File: src/hw/rtl/teafh_pkg.sv
package teafh_pkg;

    localparam int MAX_NAME_LEN = 255;
    localparam int TEA_ROUNDS   = 16;
    localparam int RND_W        = $clog2(TEA_ROUNDS + 1);
    localparam int CHUNK_BYTES  = 16;
    localparam int Q_DEPTH      = 2;

    localparam logic [31:0] TEA_DELTA = 32'h9E3779B9;
    localparam logic [31:0] INIT_W0   = 32'h67452301;
    localparam logic [31:0] INIT_W1   = 32'hEFCDAB89;
    localparam logic [7:0]  DOT_CHAR  = 8'h2E;

    // One chunk handed from the byte packer to the TEA unit
    typedef struct packed {
        logic [3:0][31:0] words;
        logic             first;   // first chunk of a name: reload running words
        logic             last;    // final chunk: emit the hash afterwards
        logic             dot;     // name is "." or "..": hash forced to zero
    } teafh_job_t;

    // Status of the TEA unit
    typedef struct packed {
        logic busy;
        logic fin_last;   // final round of a name's last chunk retires this cycle
    } teafh_bstat_t;

    // Repeat the remaining-length byte across a word
    function automatic logic [31:0] pad_word(input logic [7:0] r);
        return {4{r}};
    endfunction

endpackage

File: src/hw/rtl/teafh_front.sv
module teafh_front
    import teafh_pkg::*;
(
    input  logic             clk,
    input  logic             rst_n,
    input  logic             accept,
    input  logic [7:0]       name_byte,
    input  logic [7:0]       name_length,
    input  logic             last_byte,
    output logic             push,
    output teafh_job_t       job
);

    logic             in_name_reg, in_name_next;
    logic             first_reg, first_next;
    logic [3:0]       cnt_reg, cnt_next;
    logic [7:0]       rem_reg, rem_next;
    logic [7:0]       held_reg, held_next;
    logic [1:0]       dot_reg, dot_next;
    logic [3:0][31:0] words_reg, words_next;

    logic             start;
    logic [7:0]       len_c;
    logic             b_first;
    logic [3:0]       b_cnt;
    logic [7:0]       b_rem;
    logic [7:0]       b_held;
    logic [1:0]       b_dot;
    logic [3:0][31:0] b_words;
    logic [3:0][31:0] w_upd;
    logic [1:0]       d_upd;
    logic [7:0]       rem_sat;
    logic [1:0]       widx;

    // Pick up the name start or the running chunk, then fold in the byte
    always_comb
    begin
        start = !in_name_reg;
        len_c = (name_length > 8'(MAX_NAME_LEN)) ? 8'(MAX_NAME_LEN) : name_length;

        b_first = start ? 1'b1 : first_reg;
        b_cnt   = start ? 4'd0 : cnt_reg;
        b_rem   = start ? len_c : rem_reg;
        b_held  = start ? len_c : held_reg;
        b_dot   = start ? 2'b00 : dot_reg;
        b_words = start ? {4{pad_word(len_c)}} : words_reg;

        widx        = b_cnt[3:2];
        w_upd       = b_words;
        w_upd[widx] = {b_words[widx][23:0], name_byte};

        d_upd = b_dot;
        if (b_first && (b_cnt == 4'd0) && (name_byte == DOT_CHAR))
        begin
            d_upd[0] = 1'b1;
        end
        if (b_first && (b_cnt == 4'd1) && (name_byte == DOT_CHAR))
        begin
            d_upd[1] = 1'b1;
        end

        rem_sat = (b_rem > 8'(CHUNK_BYTES)) ? (b_rem - 8'(CHUNK_BYTES)) : 8'd0;

        in_name_next = in_name_reg;
        first_next   = first_reg;
        cnt_next     = cnt_reg;
        rem_next     = rem_reg;
        held_next    = held_reg;
        dot_next     = dot_reg;
        words_next   = words_reg;

        push      = 1'b0;
        job.words = w_upd;
        job.first = b_first;
        job.last  = 1'b0;
        job.dot   = 1'b0;

        if (accept)
        begin
            if (start && (len_c == 8'd0))
            begin
                // Empty name: one all-zero chunk, done at once
                push         = 1'b1;
                job.words    = {4{pad_word(8'd0)}};
                job.first    = 1'b1;
                job.last     = 1'b1;
                in_name_next = 1'b0;
            end
            else if (last_byte)
            begin
                push         = 1'b1;
                job.last     = 1'b1;
                job.dot      = ((b_held == 8'd1) && d_upd[0]) ||
                               ((b_held == 8'd2) && (d_upd == 2'b11));
                in_name_next = 1'b0;
            end
            else if (b_cnt == 4'(CHUNK_BYTES - 1))
            begin
                // Chunk full: hand it off and refill from the new remainder
                push         = 1'b1;
                in_name_next = 1'b1;
                first_next   = 1'b0;
                cnt_next     = 4'd0;
                rem_next     = rem_sat;
                held_next    = b_held;
                dot_next     = d_upd;
                words_next   = {4{pad_word(rem_sat)}};
            end
            else
            begin
                in_name_next = 1'b1;
                first_next   = b_first;
                cnt_next     = b_cnt + 4'd1;
                rem_next     = b_rem;
                held_next    = b_held;
                dot_next     = d_upd;
                words_next   = w_upd;
            end
        end
    end

    // Control state
    always_ff @(posedge clk or negedge rst_n)
    begin
        if (!rst_n)
        begin
            in_name_reg <= 1'b0;
        end
        else
        begin
            in_name_reg <= in_name_next;
        end
    end

    // Chunk payload
    always_ff @(posedge clk)
    begin
        first_reg <= first_next;
        cnt_reg   <= cnt_next;
        rem_reg   <= rem_next;
        held_reg  <= held_next;
        dot_reg   <= dot_next;
        words_reg <= words_next;
    end

endmodule

File: src/hw/rtl/teafh_queue.sv
module teafh_queue
    import teafh_pkg::*;
(
    input  logic       clk,
    input  logic       rst_n,
    input  logic       push,
    input  teafh_job_t push_job,
    input  logic       pop,
    output logic       full,
    output logic       avail,
    output teafh_job_t head
);

    localparam int PTR_W = $clog2(Q_DEPTH);
    localparam int CNT_W = $clog2(Q_DEPTH + 1);

    teafh_job_t         mem [Q_DEPTH];
    logic [PTR_W-1:0]   wr_reg, wr_next;
    logic [PTR_W-1:0]   rd_reg, rd_next;
    logic [CNT_W-1:0]   cnt_reg, cnt_next;
    logic               do_push;
    logic               do_pop;

    // Advance pointers and occupancy
    always_comb
    begin
        full    = (cnt_reg == CNT_W'(Q_DEPTH));
        avail   = (cnt_reg != '0);
        head    = mem[rd_reg];
        do_push = push && !full;
        do_pop  = pop && avail;

        wr_next  = do_push ? ((wr_reg == PTR_W'(Q_DEPTH - 1)) ? '0 : wr_reg + 1'b1) : wr_reg;
        rd_next  = do_pop ? ((rd_reg == PTR_W'(Q_DEPTH - 1)) ? '0 : rd_reg + 1'b1) : rd_reg;
        cnt_next = cnt_reg;
        if (do_push && !do_pop)
        begin
            cnt_next = cnt_reg + 1'b1;
        end
        else if (!do_push && do_pop)
        begin
            cnt_next = cnt_reg - 1'b1;
        end
    end

    always_ff @(posedge clk or negedge rst_n)
    begin
        if (!rst_n)
        begin
            wr_reg  <= '0;
            rd_reg  <= '0;
            cnt_reg <= '0;
        end
        else
        begin
            wr_reg  <= wr_next;
            rd_reg  <= rd_next;
            cnt_reg <= cnt_next;
        end
    end

    // Store the entry
    always_ff @(posedge clk)
    begin
        if (do_push)
        begin
            mem[wr_reg] <= push_job;
        end
    end

endmodule

File: src/hw/rtl/teafh_back.sv
module teafh_back
    import teafh_pkg::*;
(
    input  logic         clk,
    input  logic         rst_n,
    input  logic         job_valid,
    input  teafh_job_t   job,
    output logic         job_pop,
    output logic         out_valid,
    input  logic         out_ready,
    output logic [31:0]  out_hash,
    output teafh_bstat_t stat
);

    localparam logic [RND_W-1:0] LAST_RND = RND_W'(TEA_ROUNDS - 1);

    logic             busy_reg, busy_next;
    logic             ovalid_reg, ovalid_next;
    logic [31:0]      ohash_reg, ohash_next;
    logic [RND_W-1:0] rnd_reg, rnd_next;
    logic [31:0]      v0_reg, v0_next;
    logic [31:0]      v1_reg, v1_next;
    logic [31:0]      sum_reg, sum_next;
    logic [31:0]      run0_reg, run0_next;
    logic [31:0]      run1_reg, run1_next;
    logic [3:0][31:0] key_reg, key_next;
    logic             last_reg, last_next;
    logic             dot_reg, dot_next;

    logic        out_free;
    logic        at_end;
    logic        advance;
    logic        fin;
    logic        load;
    logic [31:0] v0_rnd;
    logic [31:0] v1_rnd;
    logic [31:0] run0_cur;
    logic [31:0] run1_cur;

    // One TEA round per cycle unless output full; sum_reg has its delta
    always_comb
    begin
        v0_rnd = v0_reg + (((v1_reg << 4) + key_reg[0]) ^ (v1_reg + sum_reg) ^
                           ((v1_reg >> 5) + key_reg[1]));
        v1_rnd = v1_reg + (((v0_rnd << 4) + key_reg[2]) ^ (v0_rnd + sum_reg) ^
                           ((v0_rnd >> 5) + key_reg[3]));
    end

    // Sequence rounds, retire chunks, load the next chunk
    always_comb
    begin
        out_free = !ovalid_reg || out_ready;
        at_end   = busy_reg && (rnd_reg == LAST_RND);
        advance  = busy_reg && !(at_end && last_reg && !out_free);
        fin      = at_end && advance;
        load     = job_valid && (!busy_reg || fin);
        job_pop  = load;

        run0_cur = fin ? (run0_reg + v0_rnd) : run0_reg;
        run1_cur = fin ? (run1_reg + v1_rnd) : run1_reg;

        busy_next = busy_reg;
        rnd_next  = rnd_reg;
        v0_next   = v0_reg;
        v1_next   = v1_reg;
        sum_next  = sum_reg;
        run0_next = run0_cur;
        run1_next = run1_cur;
        key_next  = key_reg;
        last_next = last_reg;
        dot_next  = dot_reg;

        if (advance)
        begin
            rnd_next = rnd_reg + 1'b1;
            v0_next  = v0_rnd;
            v1_next  = v1_rnd;
            sum_next = sum_reg + TEA_DELTA;
        end
        if (fin)
        begin
            busy_next = 1'b0;
        end
        if (load)
        begin
            busy_next = 1'b1;
            rnd_next  = '0;
            sum_next  = TEA_DELTA;
            run0_next = job.first ? INIT_W0 : run0_cur;
            run1_next = job.first ? INIT_W1 : run1_cur;
            v0_next   = job.first ? INIT_W0 : run0_cur;
            v1_next   = job.first ? INIT_W1 : run1_cur;
            key_next  = job.words;
            last_next = job.last;
            dot_next  = job.dot;
        end

        // Output register: hold until taken
        ovalid_next = ovalid_reg && !out_ready;
        ohash_next  = ohash_reg;
        if (fin && last_reg)
        begin
            ovalid_next = 1'b1;
            ohash_next  = dot_reg ? 32'd0 : run0_cur;
        end

        out_valid     = ovalid_reg;
        out_hash      = ohash_reg;
        stat.busy     = busy_reg;
        stat.fin_last = fin && last_reg;
    end

    always_ff @(posedge clk or negedge rst_n)
    begin
        if (!rst_n)
        begin
            busy_reg   <= 1'b0;
            ovalid_reg <= 1'b0;
        end
        else
        begin
            busy_reg   <= busy_next;
            ovalid_reg <= ovalid_next;
        end
    end

    always_ff @(posedge clk)
    begin
        rnd_reg   <= rnd_next;
        v0_reg    <= v0_next;
        v1_reg    <= v1_next;
        sum_reg   <= sum_next;
        run0_reg  <= run0_next;
        run1_reg  <= run1_next;
        key_reg   <= key_next;
        last_reg  <= last_next;
        dot_reg   <= dot_next;
        ohash_reg <= ohash_next;
    end

endmodule

File: src/hw/rtl/tea_filename_hash_top.sv
// Throughput: one name byte per cycle unless the 2-chunk queue is full; the TEA unit runs one round per
// cycle unless a finished hash is waiting on the output, and each 16-byte chunk (or short name) takes
// 16 rounds; a name needs ceil(max(len,1)/16) chunks, and the next chunk loads as the last round retires.
// Reset: rst_n asynchronous, active low; clears name tracking, queue, TEA busy and output valid.
// No clearing pass; the block accepts bytes in the first cycle after reset.
module tea_filename_hash_top
    import teafh_pkg::*;
(
    input  logic        clk,
    input  logic        rst_n,
    input  logic        s_axis_tvalid,
    output logic        s_axis_tready,
    input  logic [15:0] s_axis_tdata,   // [7:0] name_byte, [15:8] name_length
    input  logic        s_axis_tlast,   // last_byte
    output logic        m_axis_tvalid,
    input  logic        m_axis_tready,
    output logic [31:0] m_axis_tdata    // [31:0] hash_value
);

    logic         s_accept;
    logic         q_push;
    teafh_job_t   q_in;
    logic         q_full;
    logic         q_avail;
    teafh_job_t   q_head;
    logic         q_pop;
    teafh_bstat_t bstat;

    // Take a beat only when the queue can hold a chunk
    assign s_axis_tready = !q_full;
    assign s_accept      = s_axis_tvalid && s_axis_tready;

    teafh_front u_front
    (
        .clk         (clk),
        .rst_n       (rst_n),
        .accept      (s_accept),
        .name_byte   (s_axis_tdata[7:0]),
        .name_length (s_axis_tdata[15:8]),
        .last_byte   (s_axis_tlast),
        .push        (q_push),
        .job         (q_in)
    );

    teafh_queue u_queue
    (
        .clk      (clk),
        .rst_n    (rst_n),
        .push     (q_push),
        .push_job (q_in),
        .pop      (q_pop),
        .full     (q_full),
        .avail    (q_avail),
        .head     (q_head)
    );

    teafh_back u_back
    (
        .clk       (clk),
        .rst_n     (rst_n),
        .job_valid (q_avail),
        .job       (q_head),
        .job_pop   (q_pop),
        .out_valid (m_axis_tvalid),
        .out_ready (m_axis_tready),
        .out_hash  (m_axis_tdata),
        .stat      (bstat)
    );

`ifndef ASSERT_OFF
    // A chunk is never pushed into a full queue
    a_no_overflow: assert property (@(posedge clk) disable iff (!rst_n)
        q_push |-> !q_full)
        else $error("chunk pushed into full queue");

    // The last byte of a name always hands a chunk to the queue
    a_last_pushes: assert property (@(posedge clk) disable iff (!rst_n)
        (s_accept && s_axis_tlast) |-> q_push)
        else $error("last byte did not produce a chunk");

    // A new result only follows the final round of a name's last chunk
    a_result_source: assert property (@(posedge clk) disable iff (!rst_n)
        (m_axis_tvalid && !$past(m_axis_tvalid && !m_axis_tready)) |-> $past(bstat.fin_last))
        else $error("result without a finished name");
`endif

endmodule
File: config.mk
export PLATFORM = sky130hd
export DESIGN_NAME = tea_filename_hash_top
export DESIGN_NICKNAME = d
export VERILOG_FILES = /design/src/hw/rtl/teafh_pkg.sv /design/src/hw/rtl/teafh_front.sv /design/src/hw/rtl/teafh_queue.sv /design/src/hw/rtl/teafh_back.sv /design/src/hw/rtl/tea_filename_hash_top.sv
export SDC_FILE = /design/constraint.sdc
export NUM_CORES = 2
export LEC_CHECK = 0
export ABC_AREA = 1
export BUFFER_PORTS_ARGS = -buffer_cell sky130_fd_sc_hd__buf_4
export CAP_MARGIN = 25
export CORE_MARGIN = 4
export CORE_UTILIZATION = 40
export CTS_BUF_LIST = sky130_fd_sc_hd__clkbuf_8 sky130_fd_sc_hd__clkbuf_16
export DETAILED_ROUTE_END_ITERATION = 8
export PLACE_DENSITY_LB_ADDON = 0.2
export SLEW_MARGIN = 10
export SYNTH_ARGS = -nofsm -noshare
export SYNTH_HDL_FRONTEND = slang
export SYNTH_SLANG_ARGS = --single-unit
File: constraint.sdc
create_clock -name clk -period 16.35 [get_ports clk]
set_input_delay 0.8175 -clock clk [delete_from_list [all_inputs] [get_ports clk]]
set_output_delay 0.8175 -clock clk [all_outputs]
set_load 0.02 [all_outputs]
==> impl_metrics.tcl <==
set metrics [dict create \
    status "complete, no violations" \
    fillCellCount 11200 \
    path_common_cell "nand2_1" \
    slowest_stage "xor2_1" \
    relSlewSlack 0.268 \
    synthXorXnorAreaFrac 0.0776 \
    largest_reg_flops 262 \
    grt_pass1_vias 34900 \
    async_reset_ff_frac 0.00937 \
    dp_hpwl_mm 113 \
    core_area_mm2 0.114 \
    grt_usage 0.241 \
    hold_ws_ns 0.439 \
    grt_setup_unrepaired "no" \
    setup_viol 0 \
    dp_cells 6679 \
    die_x_um 347 \
    cap_violations 0 \
    cts_resized 0 \
    clkLatencyLatePin_ns 0.68 \
    cp_max_fo 5 \
    holdCritPathClass "input pin to flop" \
    drtPass1Iterations 5 \
    cp_num_buf_inv 5 \
    max_freq_mhz 92.5 \
    utilization 0.446 \
    area_growth_pct 10.8 \
    clockBufferDepth 3 \
    stdcell_count 6837 \
    synth_edf_count 639 \
    yosysUniqueCellTypes 69 \
    cts_root_buffer "clkbuf_16" \
    dieArea_mm2 0.121 \
    synth_top_family_by_area "simple AND/OR/NAND/NOR gates" \
    grt_pass1_wl_mm 221 \
    cts.sinks 747 \
    drive_gt1_frac 0.0691 \
    required_ns 16.77 \
    num-nets-final 5611 \
    finalClockSkew_ns 0.0207 \
    yosysSeqAreaShare 0.465 \
    final_max_slew_viol_count 0 \
    synth-adder-area-share 0.0927 \
    fin_crit_sh 0.661 \
    startpoint_type "flop" \
    syn_nets 5564 \
    std_cell_rows 124 \
    start_util 0.403 \
    synth_simple_gate_area_share 0.186 \
    fp.dieH_um 347 \
    hold_viol 0 \
    cts_buffers 84 \
    num_vias 36500 \
    drt-wirelength-per-cell_um 21.8 \
    critPathTopFamily "simple AND/OR/NAND/NOR gates" \
    io-pin-count 55 \
    cp-end-kind "flop" \
    yosysWarnings 0 \
    ant_nets 0 \
    cts_tree "built" \
    synth_seq_cells 747 \
    routed_wl_mm 149 \
    drt-initial-drc-count 3192 \
    portBuffers 54 \
    critPathKind "flop to flop" \
    critPathMaxStageDelay_ns 0.69 \
    antenna_found_initial 5 \
    syn-mean-instance-area_um2 8.84 \
    worstMarginPinSlew_ns 1.09 \
    synthesis.area_mm2 0.0460 \
    muxShareOfSynthArea 0.0126 \
    drc 0 \
    grt_max_degree 77 \
    overflow 0 \
    htree_levels 3 \
    synthCells 5208 \
    worstPathArrival_ns 11.23 \
    tns_ns 0 \
    place.gp.congestion 0.962 \
    fin_crit_ns 10.81 \
    synth_flop_cell "edfxtp_1" \
    clkTransAtPathRegs_ns 0.06 \
    avgViaCountPerCell 5.33 \
    synth_compound_area_frac 0.118 \
]
worst paths after layout:
check | from | end | slack (ns) | cells after the start
max in group asynchronous | rst_n | u_front.in_name_reg$_DFFE_PN0P_ | 15.66 | 2
min | m_axis_tready | u_back.out_valid$_DFF_PN0_ | 0.44 | 4
max reg2reg | u_back.v1_reg[0]$_DFFE_PP_ | u_back.v1_reg[31]$_DFFE_PP_ | 5.54 | 55
min reg2reg | u_back.run1_reg[0]$_DFF_P_ | u_back.run1_reg[0]$_DFF_P_ | 0.51 | 2
max | u_back.v1_reg[0]$_DFFE_PP_ | u_back.v1_reg[31]$_DFFE_PP_ | 5.54 | 55
min in group asynchronous | rst_n | u_queue.wr_reg$_DFFE_PN0P_ | 0.52 | 2
cells by family after synthesis:
group                      after synthesis
and+or+nand+nor                       2109
AOI/OAI and AO/OA                      963
muxes                                   58
xor gates and xnor gates               405
DFF                                    747
buffers and inverters                  591
adders and majority gates              335
worst register-to-register path, delay by kind of cell (launching register included):
| family | cells | cell delay, ns |
|---|---|---|
| compound gates | 8 | 1.63 |
| simple gates | 29 | 3.89 |
| fa+ha+maj | 6 | 1.83 |
| buf+inv | 5 | 0.39 |
| xor+xnor | 7 | 2.36 |
| flops | 1 | 0.43 |
repair_timing:
item / 4_1_cts / 5_1_grt
hold buffers: 1 / 0
setup buffers: 0 / 0
hold endpoints to repair: 7 / 0
routing by layer:
| metal | share of wire | vias up | GRT usage |
|---|---|---|---|
| li1 | - | 17800 | - |
| met2 | 0.46 | 1071 | 0.389 |
| met5 | 0.000087 | - | 0 |
| met1 | 0.46 | 17400 | 0.344 |
| met3 | 0.058 | 186 | 0.0300 |
| met4 | 0.024 | 2 | 0.0585 |
metrics by stage:
step / worst slack (ns) / area [um^2]
floorplan: 4.28 / 46000
global placement: 5.63 / 48200
detailed placement: 5.72 / 48200
CTS: 5.68 / 51000
global route: 4.87 / 51000
finish: 5.54 / 51000
Yosys cell counts, types with 9 or more instances:
master    number  area, um^2
a21boi_2       9         101
a21o_1        24         180
a21oi_1      434        2170
a21oi_2       18         158
a31oi_1       38         238
buf_1         13        48.8
clkbuf_1     119         447
dfxtp_1      101        2020
edfxtp_1     639       19200
fa_1          10         200
ha_1         325        4070
inv_1        438        1640
inv_2         15        56.3
mux2i_1       58         581
nand2_1     1508        5660
nand2_2       23         144
nand3_1      142         711
nand3_2        9        90.1
nand4_1       23         144
nor2_1       290        1090
nor3_1        45         225
nor4_1        14        87.6
o211ai_1      15         113
o21a_1        10        75.1
o21ai_0      279        1400
o21ai_1       36         180
o21ai_2       20         175
o21bai_1       9        67.6
o22ai_1       13        81.3
o31ai_1        9        67.6
or2_2         14        87.6
xnor2_1      153        1340
xor2_1       250        2190
cell type report:
cell class | instances | area, um^2 | area share
diodes | 1 | 2.50 | 0.0000491
clock inverters | 67 | 556 | 0.0109
clock buffers | 88 | 2180 | 0.0427
flip-flops and latches | 747 | 21400 | 0.420
well taps | 1512 | 1890 | 0.0371
inverters | 454 | 1710 | 0.0336
multi-input cells | 3870 | 22500 | 0.441
repair buffers | 98 | 778 | 0.0153
cells in the final DEF, fill, tap and decap left out, types with 9 or more instances in the layout:
cell type and n:
nor3_1 44, a21o_1 24, o21a_1 10, clkinv_2 14, nor2_1 283, clkbuf_16 86, nand2_2 24, ha_1 325
o211ai_1 15, fa_1 10, edfxtp_1 639, o21ai_2 20, nor4_1 14, clkinv_1 18, a31oi_1 38, a21oi_2 18
xnor2_1 153, dfxtp_1 101, xor2_1 250, mux2i_1 58, nand2_1 1507, nand3_2 9, o31ai_1 9, or2_2 14
nor2_2 10, o21bai_1 9, inv_1 451, a21boi_2 9, buf_4 95, o21ai_0 278, a21oi_1 434, nand3_1 142
o22ai_1 13, o21ai_1 36, inv_2 15, nand4_1 23
Power is not shown: default switching activity piles up to over one toggle a cycle in this logic, so the estimate is an artifact.
